File: src/hdl/assert_macros.svh
// ----------------------------------------------------------------------------
// Assertion macros
// Concurrent assertion wrappers; empty when SYNTHESIS is defined.
// ----------------------------------------------------------------------------
`ifndef ASSERT_MACROS_SVH
`define ASSERT_MACROS_SVH

`ifndef SYNTHESIS

`define ASSERT_IMPL(lbl, clk, rstn, ante, cons) \
  lbl: assert property (@(posedge clk) disable iff (!rstn) (ante) |-> (cons)) \
    else $error("assertion failed");

`define ASSERT_NEXT(lbl, clk, rstn, ante, cons) \
  lbl: assert property (@(posedge clk) disable iff (!rstn) (ante) |=> (cons)) \
    else $error("assertion failed");

`else

`define ASSERT_IMPL(lbl, clk, rstn, ante, cons)

`define ASSERT_NEXT(lbl, clk, rstn, ante, cons)

`endif

`endif

File: src/hdl/lfdc_pkg.sv
// ----------------------------------------------------------------------------
// lfdc_pkg
// Types, constants and pattern decode for the line follower drive controller.
// ----------------------------------------------------------------------------
`timescale 1ns / 1ps

package lfdc_pkg;

  localparam int unsigned SENSOR_W = 5;
  localparam int unsigned DUTY_W   = 8;
  localparam int unsigned PULSE_W  = 15;
  localparam int unsigned CFG_IDX_W = 3;

  localparam logic [DUTY_W-1:0]   FULL_DUTY      = 8'd255;
  localparam logic [PULSE_W-1:0]  SLAP_PULSE_0   = 15'd550;
  localparam logic [PULSE_W-1:0]  SLAP_PULSE_180 = 15'd2300;
  localparam logic [SENSOR_W-1:0] PAT_ALL_BLACK  = 5'd0;

  localparam logic [CFG_IDX_W-1:0] CFG_GENTLE_GOAL    = 3'd0;
  localparam logic [CFG_IDX_W-1:0] CFG_SLOW_STEP      = 3'd1;
  localparam logic [CFG_IDX_W-1:0] CFG_MED_STEP       = 3'd2;
  localparam logic [CFG_IDX_W-1:0] CFG_FAST_STEP      = 3'd3;
  localparam logic [CFG_IDX_W-1:0] CFG_APPROACH_TICKS = 3'd4;
  localparam logic [CFG_IDX_W-1:0] CFG_STOP_TICKS     = 3'd5;
  localparam logic [CFG_IDX_W-1:0] CFG_SLAP_TICKS     = 3'd6;
  localparam logic [CFG_IDX_W-1:0] CFG_REST_PULSE     = 3'd7;

  typedef enum logic [1:0] {
    PH_IDLE     = 2'd0,
    PH_APPROACH = 2'd1,
    PH_SLAP     = 2'd2,
    PH_RESUME   = 2'd3
  } phase_e;

  typedef enum logic [1:0] {
    SIDE_FWD   = 2'd0,
    SIDE_LEFT  = 2'd1,
    SIDE_RIGHT = 2'd2,
    SIDE_STOP  = 2'd3
  } side_e;

  typedef enum logic [1:0] {
    KIND_SLOW = 2'd0,
    KIND_MED  = 2'd1,
    KIND_FAST = 2'd2
  } kind_e;

  typedef struct packed {
    side_e side;
    kind_e kind;
  } class_t;

  typedef struct packed {
    logic [DUTY_W-1:0]  gentle_goal;
    logic [DUTY_W-1:0]  slow_step;
    logic [DUTY_W-1:0]  med_step;
    logic [DUTY_W-1:0]  fast_step;
    logic [DUTY_W-1:0]  approach_ticks;
    logic [DUTY_W-1:0]  stop_ticks;
    logic [DUTY_W-1:0]  slap_ticks;
    logic [PULSE_W-1:0] rest_pulse;
  } cfg_t;

  typedef struct packed {
    logic [DUTY_W-1:0] left_rate;
    logic [DUTY_W-1:0] right_rate;
    phase_e            seq_phase;
    logic [DUTY_W-1:0] ticks_left;
    logic              slap_side;
  } state_t;

  typedef struct packed {
    logic [DUTY_W-1:0]  left_drive;
    logic [DUTY_W-1:0]  right_drive;
    logic [PULSE_W-1:0] servo_pulse;
  } result_t;

  function automatic class_t lfdc_classify(input logic [SENSOR_W-1:0] pat);
    class_t c;
    c.side = SIDE_FWD;
    c.kind = KIND_SLOW;
    case (pat) inside
      5'd19, 5'd23:        begin c.side = SIDE_LEFT;  c.kind = KIND_SLOW; end
      5'd25, 5'd29:        begin c.side = SIDE_RIGHT; c.kind = KIND_SLOW; end
      5'd3, 5'd11:         begin c.side = SIDE_LEFT;  c.kind = KIND_MED;  end
      5'd24, 5'd26:        begin c.side = SIDE_RIGHT; c.kind = KIND_MED;  end
      5'd1, 5'd7, 5'd15:   begin c.side = SIDE_LEFT;  c.kind = KIND_FAST; end
      5'd16, 5'd28, 5'd30: begin c.side = SIDE_RIGHT; c.kind = KIND_FAST; end
      default:             begin c.side = SIDE_FWD;   c.kind = KIND_SLOW; end
    endcase
    return c;
  endfunction

endpackage

File: src/hdl/lfdc_in_if.sv
// ----------------------------------------------------------------------------
// lfdc_in_if
// Sensor word channel: valid/ready handshake with the sensor pattern.
// ----------------------------------------------------------------------------
`timescale 1ns / 1ps

interface lfdc_in_if import lfdc_pkg::*; ();
  logic                valid;
  logic                ready;
  logic [SENSOR_W-1:0] sensors;

  modport source (output valid, output sensors, input ready);
  modport sink   (input valid, input sensors, output ready);
endinterface

File: src/hdl/lfdc_out_if.sv
// ----------------------------------------------------------------------------
// lfdc_out_if
// Drive word channel: valid/ready handshake with motor duties and servo pulse.
// ----------------------------------------------------------------------------
`timescale 1ns / 1ps

interface lfdc_out_if import lfdc_pkg::*; ();
  logic               valid;
  logic               ready;
  logic [DUTY_W-1:0]  left_drive;
  logic [DUTY_W-1:0]  right_drive;
  logic [PULSE_W-1:0] servo_pulse;

  modport source (output valid, output left_drive, output right_drive,
                  output servo_pulse, input ready);
  modport sink   (input valid, input left_drive, input right_drive,
                  input servo_pulse, output ready);
endinterface

File: src/hdl/lfdc_step.sv
// ----------------------------------------------------------------------------
// lfdc_step
// Per-tick combinational update: turn rate ramp, stop sequence, drive outputs.
// ----------------------------------------------------------------------------
`timescale 1ns / 1ps

module lfdc_step import lfdc_pkg::*; (
  input  logic [SENSOR_W-1:0] sensors_i,
  input  cfg_t                cfg_i,
  input  state_t              state_i,
  output state_t              state_o,
  output result_t             res_o
);

  class_t            cls;
  side_e             side;
  logic [DUTY_W-1:0] ticks_dec;
  logic [DUTY_W-1:0] goal;
  logic [DUTY_W-1:0] up;
  logic [DUTY_W-1:0] cap;
  logic [DUTY_W-1:0] cur;
  logic [DUTY_W:0]   sum;
  logic [DUTY_W:0]   dif;
  logic [DUTY_W-1:0] ramped;
  logic [DUTY_W-1:0] limited;
  logic [DUTY_W-1:0] turn_duty;

  always_comb begin
    cls       = lfdc_classify(sensors_i);
    ticks_dec = (state_i.ticks_left != '0) ? state_i.ticks_left - 8'd1 : '0;

    state_o            = state_i;
    state_o.ticks_left = ticks_dec;
    side               = cls.side;

    if (sensors_i == PAT_ALL_BLACK) begin
      case (state_i.seq_phase)
        PH_IDLE: begin
          side               = SIDE_FWD;
          state_o.seq_phase  = PH_APPROACH;
          state_o.ticks_left = cfg_i.approach_ticks;
        end
        PH_APPROACH: begin
          side = SIDE_STOP;
          if (ticks_dec == '0) begin
            state_o.seq_phase  = PH_SLAP;
            state_o.ticks_left = cfg_i.stop_ticks;
          end
        end
        PH_SLAP: begin
          side = SIDE_STOP;
          if (ticks_dec == '0) begin
            state_o.seq_phase  = PH_RESUME;
            state_o.ticks_left = cfg_i.slap_ticks;
          end
        end
        PH_RESUME: begin
          side = SIDE_FWD;
          if (ticks_dec == '0) begin
            state_o.seq_phase = PH_IDLE;
            state_o.slap_side = ~state_i.slap_side;
          end
        end
        default: begin
          side = SIDE_FWD;
        end
      endcase
    end

    case (cls.kind)
      KIND_SLOW: begin
        goal = cfg_i.gentle_goal; up = cfg_i.slow_step; cap = cfg_i.gentle_goal;
      end
      KIND_MED: begin
        goal = FULL_DUTY; up = cfg_i.med_step; cap = cfg_i.gentle_goal;
      end
      KIND_FAST: begin goal = FULL_DUTY; up = cfg_i.fast_step; cap = FULL_DUTY; end
      default:   begin goal = FULL_DUTY; up = cfg_i.fast_step; cap = FULL_DUTY; end
    endcase

    cur = (side == SIDE_LEFT) ? state_i.left_rate : state_i.right_rate;
    sum = {1'b0, cur} + {1'b0, up};
    dif = {1'b0, cur} - {1'b0, cfg_i.fast_step};

    if (cur < goal) begin
      ramped = (sum < {1'b0, goal}) ? sum[DUTY_W-1:0] : goal;
    end else if (cur > goal) begin
      ramped = (!dif[DUTY_W] && (dif[DUTY_W-1:0] > goal)) ? dif[DUTY_W-1:0] : goal;
    end else begin
      ramped = cur;
    end

    limited   = (ramped < cap) ? ramped : cap;
    turn_duty = FULL_DUTY - limited;

    res_o.servo_pulse = (state_i.seq_phase == PH_SLAP)
                      ? (state_i.slap_side ? SLAP_PULSE_180 : SLAP_PULSE_0)
                      : cfg_i.rest_pulse;
    res_o.left_drive  = FULL_DUTY;
    res_o.right_drive = FULL_DUTY;
    state_o.left_rate  = '0;
    state_o.right_rate = '0;

    case (side)
      SIDE_LEFT: begin
        state_o.left_rate = ramped;
        res_o.right_drive = turn_duty;
      end
      SIDE_RIGHT: begin
        state_o.right_rate = ramped;
        res_o.left_drive   = turn_duty;
      end
      SIDE_STOP: begin
        res_o.left_drive  = '0;
        res_o.right_drive = '0;
      end
      default: begin
        res_o.left_drive  = FULL_DUTY;
        res_o.right_drive = FULL_DUTY;
      end
    endcase
  end

endmodule

File: src/hdl/line_follower_drive_controller.sv
// ----------------------------------------------------------------------------
// line_follower_drive_controller
// Turns one line-sensor word per tick into motor duties and a servo pulse.
// ----------------------------------------------------------------------------
// One sensor word in gives one drive word out, in order. The block takes a
// word every clock cycle unless the output stalls; each word passes an
// input register and a result register, and its drive word is offered on
// the output once the result register holds it. The combinational state
// update in lfdc_step (turn-rate ramp and stop sequence) is what allows one
// word per cycle without a stall. The input register keeps taking one more
// word while a result waits on the output. Configuration writes are applied
// on the next edge and should be done while no word is in flight.
`timescale 1ns / 1ps

`include "assert_macros.svh"

module line_follower_drive_controller import lfdc_pkg::*; (
  input  logic                 clk_i,
  input  logic                 rst_ni,
  input  logic                 cfg_we_i,
  input  logic [CFG_IDX_W-1:0] cfg_index_i,
  input  logic [PULSE_W-1:0]   cfg_data_i,
  lfdc_in_if.sink              in_i,
  lfdc_out_if.source           out_o
);

  cfg_t                cfg_q;
  state_t              state_q;
  state_t              state_d;
  result_t             res_d;
  result_t             res_q;
  logic                s1_valid_q;
  logic [SENSOR_W-1:0] s1_sensors_q;
  logic                out_valid_q;
  logic                advance;
  logic                in_take;

  assign advance    = s1_valid_q && (!out_valid_q || out_o.ready);
  assign in_i.ready = !s1_valid_q || advance;
  assign in_take    = in_i.valid && in_i.ready;

  assign out_o.valid       = out_valid_q;
  assign out_o.left_drive  = res_q.left_drive;
  assign out_o.right_drive = res_q.right_drive;
  assign out_o.servo_pulse = res_q.servo_pulse;

  lfdc_step u_step (
    .sensors_i (s1_sensors_q),
    .cfg_i     (cfg_q),
    .state_i   (state_q),
    .state_o   (state_d),
    .res_o     (res_d)
  );

  always_ff @(posedge clk_i or negedge rst_ni) begin
    if (!rst_ni) begin
      cfg_q.gentle_goal    <= 8'd200;
      cfg_q.slow_step      <= 8'd30;
      cfg_q.med_step       <= 8'd50;
      cfg_q.fast_step      <= 8'd100;
      cfg_q.approach_ticks <= 8'd15;
      cfg_q.stop_ticks     <= 8'd30;
      cfg_q.slap_ticks     <= 8'd60;
      cfg_q.rest_pulse     <= 15'd1400;
    end else if (cfg_we_i) begin
      case (cfg_index_i)
        CFG_GENTLE_GOAL:    cfg_q.gentle_goal    <= cfg_data_i[DUTY_W-1:0];
        CFG_SLOW_STEP:      cfg_q.slow_step      <= cfg_data_i[DUTY_W-1:0];
        CFG_MED_STEP:       cfg_q.med_step       <= cfg_data_i[DUTY_W-1:0];
        CFG_FAST_STEP:      cfg_q.fast_step      <= cfg_data_i[DUTY_W-1:0];
        CFG_APPROACH_TICKS: cfg_q.approach_ticks <= cfg_data_i[DUTY_W-1:0];
        CFG_STOP_TICKS:     cfg_q.stop_ticks     <= cfg_data_i[DUTY_W-1:0];
        CFG_SLAP_TICKS:     cfg_q.slap_ticks     <= cfg_data_i[DUTY_W-1:0];
        CFG_REST_PULSE:     cfg_q.rest_pulse     <= cfg_data_i;
        default: ;
      endcase
    end
  end

  always_ff @(posedge clk_i or negedge rst_ni) begin
    if (!rst_ni) begin
      state_q.left_rate  <= '0;
      state_q.right_rate <= '0;
      state_q.seq_phase  <= PH_IDLE;
      state_q.ticks_left <= '0;
      state_q.slap_side  <= 1'b1;
      s1_valid_q         <= 1'b0;
      out_valid_q        <= 1'b0;
    end else begin
      if (advance) begin
        state_q <= state_d;
      end
      if (in_take) begin
        s1_valid_q <= 1'b1;
      end else if (advance) begin
        s1_valid_q <= 1'b0;
      end
      if (advance) begin
        out_valid_q <= 1'b1;
      end else if (out_o.ready) begin
        out_valid_q <= 1'b0;
      end
    end
  end

  always_ff @(posedge clk_i) begin
    if (in_take) begin
      s1_sensors_q <= in_i.sensors;
    end
    if (advance) begin
      res_q <= res_d;
    end
  end

  `ASSERT_NEXT(a_state_holds, clk_i, rst_ni, !advance, $stable(state_q))
  `ASSERT_IMPL(a_stall_blocks_in, clk_i, rst_ni,
    s1_valid_q && out_valid_q && !out_o.ready, !in_i.ready)
  `ASSERT_NEXT(a_slap_pulse, clk_i, rst_ni, advance && (state_q.seq_phase == PH_SLAP),
    (res_q.servo_pulse == SLAP_PULSE_0) || (res_q.servo_pulse == SLAP_PULSE_180))
  `ASSERT_NEXT(a_result_follows, clk_i, rst_ni, advance, out_valid_q)

endmodule
File: src/flat_wrapper.sv
// flat-port wrapper written by rule: the top's interface ports become plain ports
module line_follower_drive_controller_flat import lfdc_pkg::*;
  (clk_i, rst_ni, cfg_we_i, cfg_index_i, cfg_data_i, in_i_valid, in_i_sensors, in_i_ready, out_o_valid, out_o_left_drive, out_o_right_drive, out_o_servo_pulse, out_o_ready);
  lfdc_in_if in_i_i ();
  lfdc_out_if out_o_i ();
  input  logic clk_i;
  input  logic rst_ni;
  input  logic cfg_we_i;
  input  logic [CFG_IDX_W-1:0] cfg_index_i;
  input  logic [PULSE_W-1:0] cfg_data_i;
  input wire logic [$bits(in_i_i.valid)-1:0] in_i_valid;
  input wire logic [$bits(in_i_i.sensors)-1:0] in_i_sensors;
  output wire logic [$bits(in_i_i.ready)-1:0] in_i_ready;
  output wire logic [$bits(out_o_i.valid)-1:0] out_o_valid;
  output wire logic [$bits(out_o_i.left_drive)-1:0] out_o_left_drive;
  output wire logic [$bits(out_o_i.right_drive)-1:0] out_o_right_drive;
  output wire logic [$bits(out_o_i.servo_pulse)-1:0] out_o_servo_pulse;
  input wire logic [$bits(out_o_i.ready)-1:0] out_o_ready;
  assign in_i_i.valid = in_i_valid;
  assign in_i_i.sensors = in_i_sensors;
  assign in_i_ready = in_i_i.ready;
  assign out_o_valid = out_o_i.valid;
  assign out_o_left_drive = out_o_i.left_drive;
  assign out_o_right_drive = out_o_i.right_drive;
  assign out_o_servo_pulse = out_o_i.servo_pulse;
  assign out_o_i.ready = out_o_ready;
  line_follower_drive_controller u_core (.clk_i(clk_i), .rst_ni(rst_ni), .cfg_we_i(cfg_we_i), .cfg_index_i(cfg_index_i), .cfg_data_i(cfg_data_i), .in_i(in_i_i), .out_o(out_o_i));
endmodule
File: config.mk
export PLATFORM = sky130hd
export DESIGN_NAME = line_follower_drive_controller_flat
export DESIGN_NICKNAME = d
export VERILOG_FILES = /design/src/hdl/lfdc_pkg.sv /design/src/hdl/lfdc_in_if.sv /design/src/hdl/lfdc_out_if.sv /design/src/hdl/lfdc_step.sv /design/src/hdl/line_follower_drive_controller.sv /design/src/flat_wrapper.sv
export VERILOG_INCLUDE_DIRS = /design/src /design/src/hdl
export SDC_FILE = /design/constraint.sdc
export NUM_CORES = 1
export LEC_CHECK = 0
export BUFFER_PORTS_ARGS = -buffer_cell sky130_fd_sc_hd__buf_4
export CORE_MARGIN = 5
export CORE_UTILIZATION = 60
export DETAILED_ROUTE_END_ITERATION = 10
export PLACE_DENSITY = 0.8
export SETUP_SLACK_MARGIN = 0.3
export SKIP_LAST_GASP = 1
export SYNTH_ARGS = -nofsm -noshare
export SYNTH_HDL_FRONTEND = slang
export SYNTH_SLANG_ARGS = --single-unit
export TNS_END_PERCENT = 1
File: constraint.sdc
create_clock -name clk_i -period 8.5 [get_ports clk_i]
set_input_delay 1.7 -clock clk_i [delete_from_list [all_inputs] [get_ports clk_i]]
set_output_delay 1.7 -clock clk_i [all_outputs]
set_load 0.03 [all_outputs]
After elaboration in Yosys (flattened, before gate mapping)
Index checks and enable logic that the tools add are counted.
{ "word_totals": {"in_bits": 28, "output_inout_bits": 33, "reg_bits": 136} }
{ "classes": {"bitwise": 1, "n_eq_ne": 31, "add_sub_neg": 4, "reduce_logical": 35, "magnitude_cmp": 5, "n_mux": 36} }
{ "op_table": {"columns": ["cell", "count"], "rows": [
  ["$mux W8", 11],
  ["$pmux W8 S2", 3],
  ["$eq A5 B5 Y1 const B", 9],
  ["$mux W4", 6],
  ["$pmux W8 S3", 1],
  ["$mux W10", 2],
  ["$gt A8 B8 Y1", 2],
  ["$lt A8 B8 Y1", 2],
  ["$reduce_and A2 Y1", 8],
  ["$mux W15", 1],
  ["$reduce_or A2 Y1", 7],
  ["$eq A3 B3 Y1 const B", 4],
  ["$mux W12", 1],
  ["$eq A5 B4 Y1 const B", 2],
  ["$add A8 B8 Y9", 1],
  ["$lt A9 B8 Y1", 1],
  ["$mux W9", 1],
  ["$sub A8 B8 Y9", 1],
  ["$eq A2 B2 Y1 const B", 4],
  ["$logic_not A8 Y1", 1],
  ["$pmux W2 S4", 1],
  ["$reduce_bool A8 Y1", 1],
  ["$sub A8 B1 Y8 const B", 1],
  ["$sub A8 B8 Y8 const A", 1],
  ["other kinds (21)", 40]
]} }

Longest topological paths before layout
Gate-level depths: netlist (run 1).
{ "logic_depth": {"word_depth": 21, "mapped_depth": 31, "ltp_nobuf": 28} }

Modules after synthesis
From an unflattened synthesis (run 1), not the netlist that was laid out.
{ "hier_totals": {"cells_unflattened": 763, "area_unflattened_um2": 8486.9} }
{ "by_module_without_submodules": {"columns": ["module", "area_each_um2", "instances", "seq_area_each_um2", "cells_per_inst"], "rows": [
  ["line_follower_drive_controller", 4941.0, 1, 3623.5, 258],
  ["lfdc_step", 3545.9, 1, 0.0, 505]
]} }

Worst setup path after synthesis (run 1)
OpenSTA, ideal clock, no wires.
{ "synth_timing": {"path_kind": "register -> register", "start": "reg u_core.s1_sensors_q[3]", "end": "reg u_core.res_q, in the netlist u_core.out_o.left_drive[4], data pin", "path_stages_with_launch": 32, "required_ns": 8.305, "synth_period_minus_slack_ns": 6.357, "arrival_ns": 6.162, "setup_time_ns": 0.195, "slack_ns": 2.143, "path_buffers": 3, "path_cell_list": "edfxtp_1 o21ba_2 o22ai_1 and2_1 buf_2 mux2i_1 ha_1 inv_1 fa_1 a211o_1 a21oi_1 o21ai_0 xor2_1 ha_1 nand4_1 o22ai_1 a31oi_1 and3_1 clkbuf_1 mux2_2 o221ai_1 inv_2 ha_1 a21oi_1 nor2_1 nor2_1 nand2_1 nor3_1 o31ai_4 and2_4 buf_4 o311ai_0"} }
{ "synth_lines": {"columns": ["element", "line", "text"], "rows": [
  ["start, declared", "line_follower_drive_controller.sv:33", "logic [SENSOR_W-1:0] s1_sensors_q;"],
  ["start signal, assigned", "line_follower_drive_controller.sv:108", "s1_sensors_q <= in_i.sensors;"],
  ["end signal, assigned", "line_follower_drive_controller.sv:111", "res_q <= res_d;"],
  ["end, declared", "line_follower_drive_controller.sv:31", "result_t res_q;"]
]} }

==> results.txt, run 1 <==
status - finished, final reports clean
clock insertion delay at the later pin of the skew report - 420 ps
Worst VDD drop - 0.220 mV
slew margin rel. - 0.195
Hold Crit Class - reg2reg
Pwr Density - 374 nW/um2
Util after Layout - 0.709
proportion of layout cells with a drive suffix above 1 - 0.260
TritonCTS Buffers - 17
Worst Hold Endpoint - u_core.state_q[14]
Clock Tree Buf Depth - 2
Setup violations, final - 0
Layout Skew - 8.62 ps
worst reg2reg path endpoint - u_core.out_o.left_drive[6]
top cells by area, synth - dfrtp_1, edfxtp_1, dfstp_2
Hold Path Cell Cnt - 2
Synth async-reset ratio - 0.735
Core ar. - 12800 um2
Die Width - 125 um
vias in the first global route - 6356
Reg2Reg Setup Slack - 790 ps
Port Buffers - 60
Clock Sinks - 136
Crit. End Element - flop
fin cells - 981
area leader, netlist - dfrtp_1
synthesized flop and latch total - 136
Cells after DPL - 949
mapped cell area - 7880 um2
sequential area share after synthesis - 0.460
warnings from Yosys - 0
clock tree from TritonCTS - yes
fin crit share - 0.907
routability cong. - 0.904
synth-to-layout area growth - 14.9%
RSZ-0062 raised after global routing - no
Syn Area/Cell - 10.7 um2
Cell variety after synth - 62
GRT Overall Usage - 0.264
DRT Pass-1 Iters - 6
Fin Setup TNS - 0 ps
dominant synthesized flop cell - dfrtp_1
pin count of the biggest net entering global routing - 69
reg2reg path depth - 28
Synth top area share - 0.216
GR Overflow Total - 0
Rows - 41
cts hold-fix bufs - 0
Die ar. - 15500 um2
leakage power - 3.88 nW
detailed placement HPWL - 14600 um
CP peak stage delay - 560 ps
Hold Fails Final Rpt - 0
crit path kind - reg2reg
Slew Viols, Final - 0
CP max FO - 17
CP arrival - 7920 ps
Max Fclk - 0.130 GHz
routed wire length - 20400 um
Initial DRC Count - 896
minimum clock period - 7710 ps
Clock transition at path regs - 60 ps
final net count - 879
Initial Util - 0.617
Synth Instances - 739
H-tree depth - 4
Worst Setup Start Kind - flop
setup bufs post-CTS - 0
Post-DRT Antenna Nets - 0
Final Worst Setup Slack - 789 ps
Tightest Pin Transition - 1200 ps
Die Ht - 125 um
CP Data Required Time - 8700 ps
I/O pin cnt - 61
Max Cap Viol - 0
Post-route DRC - 0
DR vias - 6378
root buffer cell - clkbuf_16
pre-CTS setup slack - 833 ps
number of flops mapped to enable cells by yosys - 36
initial antenna violation count - 0
hold_sp - u_core.state_q[14]
slowest library cell on the worst path - mux2i_1
Crit Reg-Reg Startpoint - u_core.s1_sensors_q[3]
first-pass GRT wire length - 33100 um
via-per-instance ratio - 6.50
Post-Syn Nets - 822
ant diodes - 0
CP most frequent cell - ha_1
drt wl/cell - 20.8 um
-- layout by cell type (no fill, tap or decap), types with 9 or more instances in the layout --
cell type   n
nand2_1    56
o211ai_1    9
o21ai_0    41
nand4_1    23
mux2_2     71
inv_1      45
a22o_1     12
nand2b_1   13
nor2_1     48
buf_4      66
dfstp_2    32
a21oi_1    36
edfxtp_1   36
nor2b_1    11
clkbuf_16  17
nand3_1    10
ha_1       53
dfrtp_1    68
a222oi_1   10
nor3_1     12
-- critical path: cells and delay by family (launching register included) --
kind	cells	cell delay, ps
AOI/OAI and AO/OA	11	2460
and+or+nand+nor	8	1920
adders and majority gates	4	1300
muxes	2	930
DFF	1	480
xor gates and xnor gates	1	230
buffers and inverters	2	160
-- worst max path at each step --
stage	startpoint	to	slack (ps)	cells after the start
final	u_core.s1_sensors_q[3]	u_core.out_o.left_drive[6]	790	28
after global routing	u_core.s1_sensors_q[3]	u_core.out_o.left_drive[6]	350	28
after CTS	u_core.s1_sensors_q[3]	u_core.out_o.left_drive[6]	830	27
after detailed placement	u_core.s1_sensors_q[3]	u_core.out_o.left_drive[6]	830	27
after global placement	u_core.s1_sensors_q[3]	u_core.out_o.left_drive[4]	1250	27
after floorplan	u_core.s1_sensors_q[3]	u_core.out_o.left_drive[4]	2140	31
-- final cells by class --
| class | instances | area [um2] |
|---|---|---|
| fillers | 920 | 3710 |
| repair buffers | 66 | 495 |
| flip-flops and latches | 136 | 3620 |
| well taps | 172 | 215 |
| inverters | 46 | 173 |
| multi-input cells | 529 | 3980 |
| clock buffers | 25 | 505 |
| clock inverters | 7 | 67.6 |
-- sequential cells by signal, indices dropped and copies added (netlist names) --
register and cells:
u_core.s1_valid_q 1, u_core.state_q 27, u_core.out_o.right_drive 8, u_core.out_o.servo_pulse 15
u_core.out_o.left_drive 8, u_core.out_o.valid 1, u_core.cfg_q 71, u_core.s1_sensors_q 5
-- cell usage after synthesis (23+ instances only) --
cell type / n
dfrtp_1: 68
nand2_1: 56
mux2_2: 71
edfxtp_1: 36
o21ai_0: 41
nand4_1: 23
ha_1: 53
clkbuf_1: 23
dfstp_2: 32
nor2_1: 48
inv_1: 45
a21oi_1: 36
-- metrics by stage --
step	hold WS (ps)	area, um2	total power, mW
final	491	9060	3.38
after CTS	494	9050	3.34
after global placement	464	8480	2.54
after floorplan	449	7880	2.19
after global routing	518	9060	3.61
after detailed placement	481	8480	2.62
-- cells by family after synthesis --
| family | share of synthesized area |
|---|---|
| fa+ha+maj | 0.0892 |
| mux | 0.111 |
| xor+xnor | 0.0156 |
| simple gates | 0.126 |
| flops | 0.460 |
| buf+inv | 0.0363 |
| compound gates | 0.162 |
-- power breakdown --
| group | leakage, nW | total (mW) | internal [mW] | switching [mW] |
|---|---|---|---|---|
| clock | 0.275 | 0.708 | 0.439 | 0.269 |
| combinational | 2.10 | 1.72 | 0.646 | 1.07 |
| sequential | 1.50 | 0.959 | 0.856 | 0.103 |
| total | 3.88 | 3.38 | 1.94 | 1.44 |
-- layer usage --
| layer | vias up | share of wire | routed length (um) | track usage |
|---|---|---|---|---|
| li1 | 2888 | - | - | - |
| met1 | 3131 | 0.42 | 8640 | 0.354 |
| met2 | 305 | 0.48 | 9670 | 0.420 |
| met3 | 54 | 0.071 | 1440 | 0.0549 |
| met4 | 0 | 0.030 | 605 | 0.104 |
| met5 | - | 0 | 0 | 0 |
-- timing repair --
action,4_1_cts,5_1_grt
resized for setup,0,1
hold endpoints to repair,0,0
setup endpoints to repair,0,14
(Power assumes the default switching activity.)
==> inputs of run 2 (changes only) <==
- REMOVE_ABC_BUFFERS: unset -> 1
==> results.txt, run 2 (synthesized netlist as in run 1, its figures left out) <==
setup bufs post-CTS - 0
Tightest Pin Transition - 1300 ps
Hold Crit Class - reg2reg
Port Buffers - 60
Final Worst Setup Slack - 941 ps
H-tree depth - 4
commonest cells after routing, fill and taps aside - mux2_2, dfrtp_1, buf_4
Worst Setup Start Kind - flop
routed wire length - 19800 um
GR Overflow Total - 0
Hold Path Cell Cnt - 1
CP max FO - 17
drt wl/cell - 20.2 um
status - finished, final reports clean
CP arrival - 7760 ps
clock tree from TritonCTS - yes
Util after Layout - 0.711
Worst Hold Endpoint - u_core.cfg_q[2]
slowest library cell on the worst path - mux2i_1
Layout Skew - 7.20 ps
Worst VDD drop - 0.275 mV
Clock power frac - 0.214
Die Ht - 125 um
Rows - 41
detailed placement HPWL - 14600 um
Core ar. - 12800 um2
root buffer cell - clkbuf_16
crit path kind - reg2reg
reg2reg path depth - 28
P_int - 1.94 mW
Crit. End Element - flop
Crit Reg-Reg Startpoint - u_core.s1_sensors_q[3]
routability cong. - 0.913
leakage power - 3.89 nW
RSZ-0062 raised after global routing - no
GRT Overall Usage - 0.260
minimum clock period - 7560 ps
first-pass GRT wire length - 32400 um
combinational power share - 0.504
Max Fclk - 0.132 GHz
Die Width - 125 um
placed inst area - 8480 um2
slew margin rel. - 0.129
DRT Pass-1 Iters - 5
commonest non-fill, non-tap cell in the layout - mux2_2
worst reg2reg path endpoint - u_core.out_o.right_drive[1]
proportion of layout cells with a drive suffix above 1 - 0.265
number of flip-flops in the largest register - 71
pin count of the biggest net entering global routing - 56
Clock transition at path regs - 60 ps
Hold Fails Final Rpt - 0
Initial DRC Count - 738
TritonCTS Buffers - 17
Post-route DRC - 0
number of fillers in the final layout - 899
Reg power frac - 0.282
largest register by flop count - u_core.cfg_q
synth-to-layout area growth - 15.2%
pre-CTS setup slack - 865 ps
ant diodes - 0
Post-DRT Antenna Nets - 0
Clock Tree Buf Depth - 2
hold_sp - u_core.cfg_q[2]
cts hold-fix bufs - 0
Die ar. - 15500 um2
Pwr Density - 374 nW/um2
via-per-instance ratio - 6.36
Max Cap Viol - 0
Initial Util - 0.617
initial antenna violation count - 0
final net count - 879
DR vias - 6239
clock insertion delay at the later pin of the skew report - 430 ps
Slew Viols, Final - 0
CTS resizes - 0
Clock Sinks - 136
I/O pin cnt - 61
CP peak stage delay - 510 ps
CP most frequent cell - ha_1
Sw Share - 0.430
fin crit share - 0.889
CP Data Required Time - 8700 ps
Reg2Reg Setup Slack - 940 ps
Final Cell Area - 9080 um2
vias in the first global route - 6266
Setup violations, final - 0
Fin Setup TNS - 0 ps
NetSw - 1.46 mW
## run 2: changes by cell type in the layout (fill, tap and decap cells not counted), sizes merged
| cell | change |
|---|---|
| clkbuf | -8 |
| inv | +4 |
| clkinv | +3 |
| bufinv | +1 |
## run 2: power by group through the flow
stage / clock, mW / combinational [mW] / sequential [mW]
2_1_floorplan: 0 / 1.17 / 0.975
3_3_place_gp: 0 / 1.59 / 0.958
3_5_place_dp: 0 / 1.67 / 0.964
4_1_cts: 0.733 / 1.67 / 0.956
5_1_grt: 0.773 / 1.89 / 0.976
6_report: 0.729 / 1.71 / 0.958
## run 2: area by class of cell
type,instances,area [um2],area share
clock buffer,17,425,0.0468
multi-input combinational,529,3980,0.438
clock inverter,15,169,0.0186
tap,172,215,0.0237
inverter,46,173,0.0190
timing repair buffer,66,495,0.0546
sequential,136,3620,0.399
## run 2: through the flow
step / total power, mW / instances / hold WS, ps
floorplan: 2.15 / 711 / 449
CTS: 3.36 / 981 / 499
detailed placement: 2.63 / 949 / 486
finish: 3.40 / 981 / 503
global placement: 2.55 / 949 / 469
global route: 3.63 / 981 / 522
## run 2: layer usage
| layer | vias up | track usage | part of all wire |
|---|---|---|---|
| met5 | - | 0 | 0 |
| met4 | 0 | 0.0883 | 0.022 |
| met3 | 50 | 0.0540 | 0.066 |
| met2 | 240 | 0.433 | 0.49 |
| met1 | 3072 | 0.340 | 0.42 |
| li1 | 2877 | - | - |
## run 2: how the worst max path moves through the flow
stage | start | endpoint | slack [ps] | depth (start not counted)
after global routing | u_core.s1_sensors_q[3] | u_core.out_o.left_drive[6] | 410 | 28
after detailed placement | u_core.s1_sensors_q[3] | u_core.out_o.left_drive[4] | 860 | 27
after floorplan | u_core.s1_sensors_q[3] | u_core.out_o.left_drive[4] | 1720 | 24
after CTS | u_core.s1_sensors_q[3] | u_core.out_o.left_drive[6] | 810 | 27
final | u_core.s1_sensors_q[3] | u_core.out_o.right_drive[1] | 940 | 28
after global placement | u_core.s1_sensors_q[3] | u_core.out_o.left_drive[5] | 1310 | 27
## run 2: critical path, delay by kind of cell, from the launching register on
kind / cells / cell delay [ps]
AO/OA/AOI/OAI: 11 / 2510
AND/OR/NAND/NOR: 8 / 1750
adder cells (fa/ha/maj): 4 / 1270
multiplexers: 2 / 890
flip-flops: 1 / 490
XOR/XNOR: 1 / 240
buffers and inverters: 2 / 140
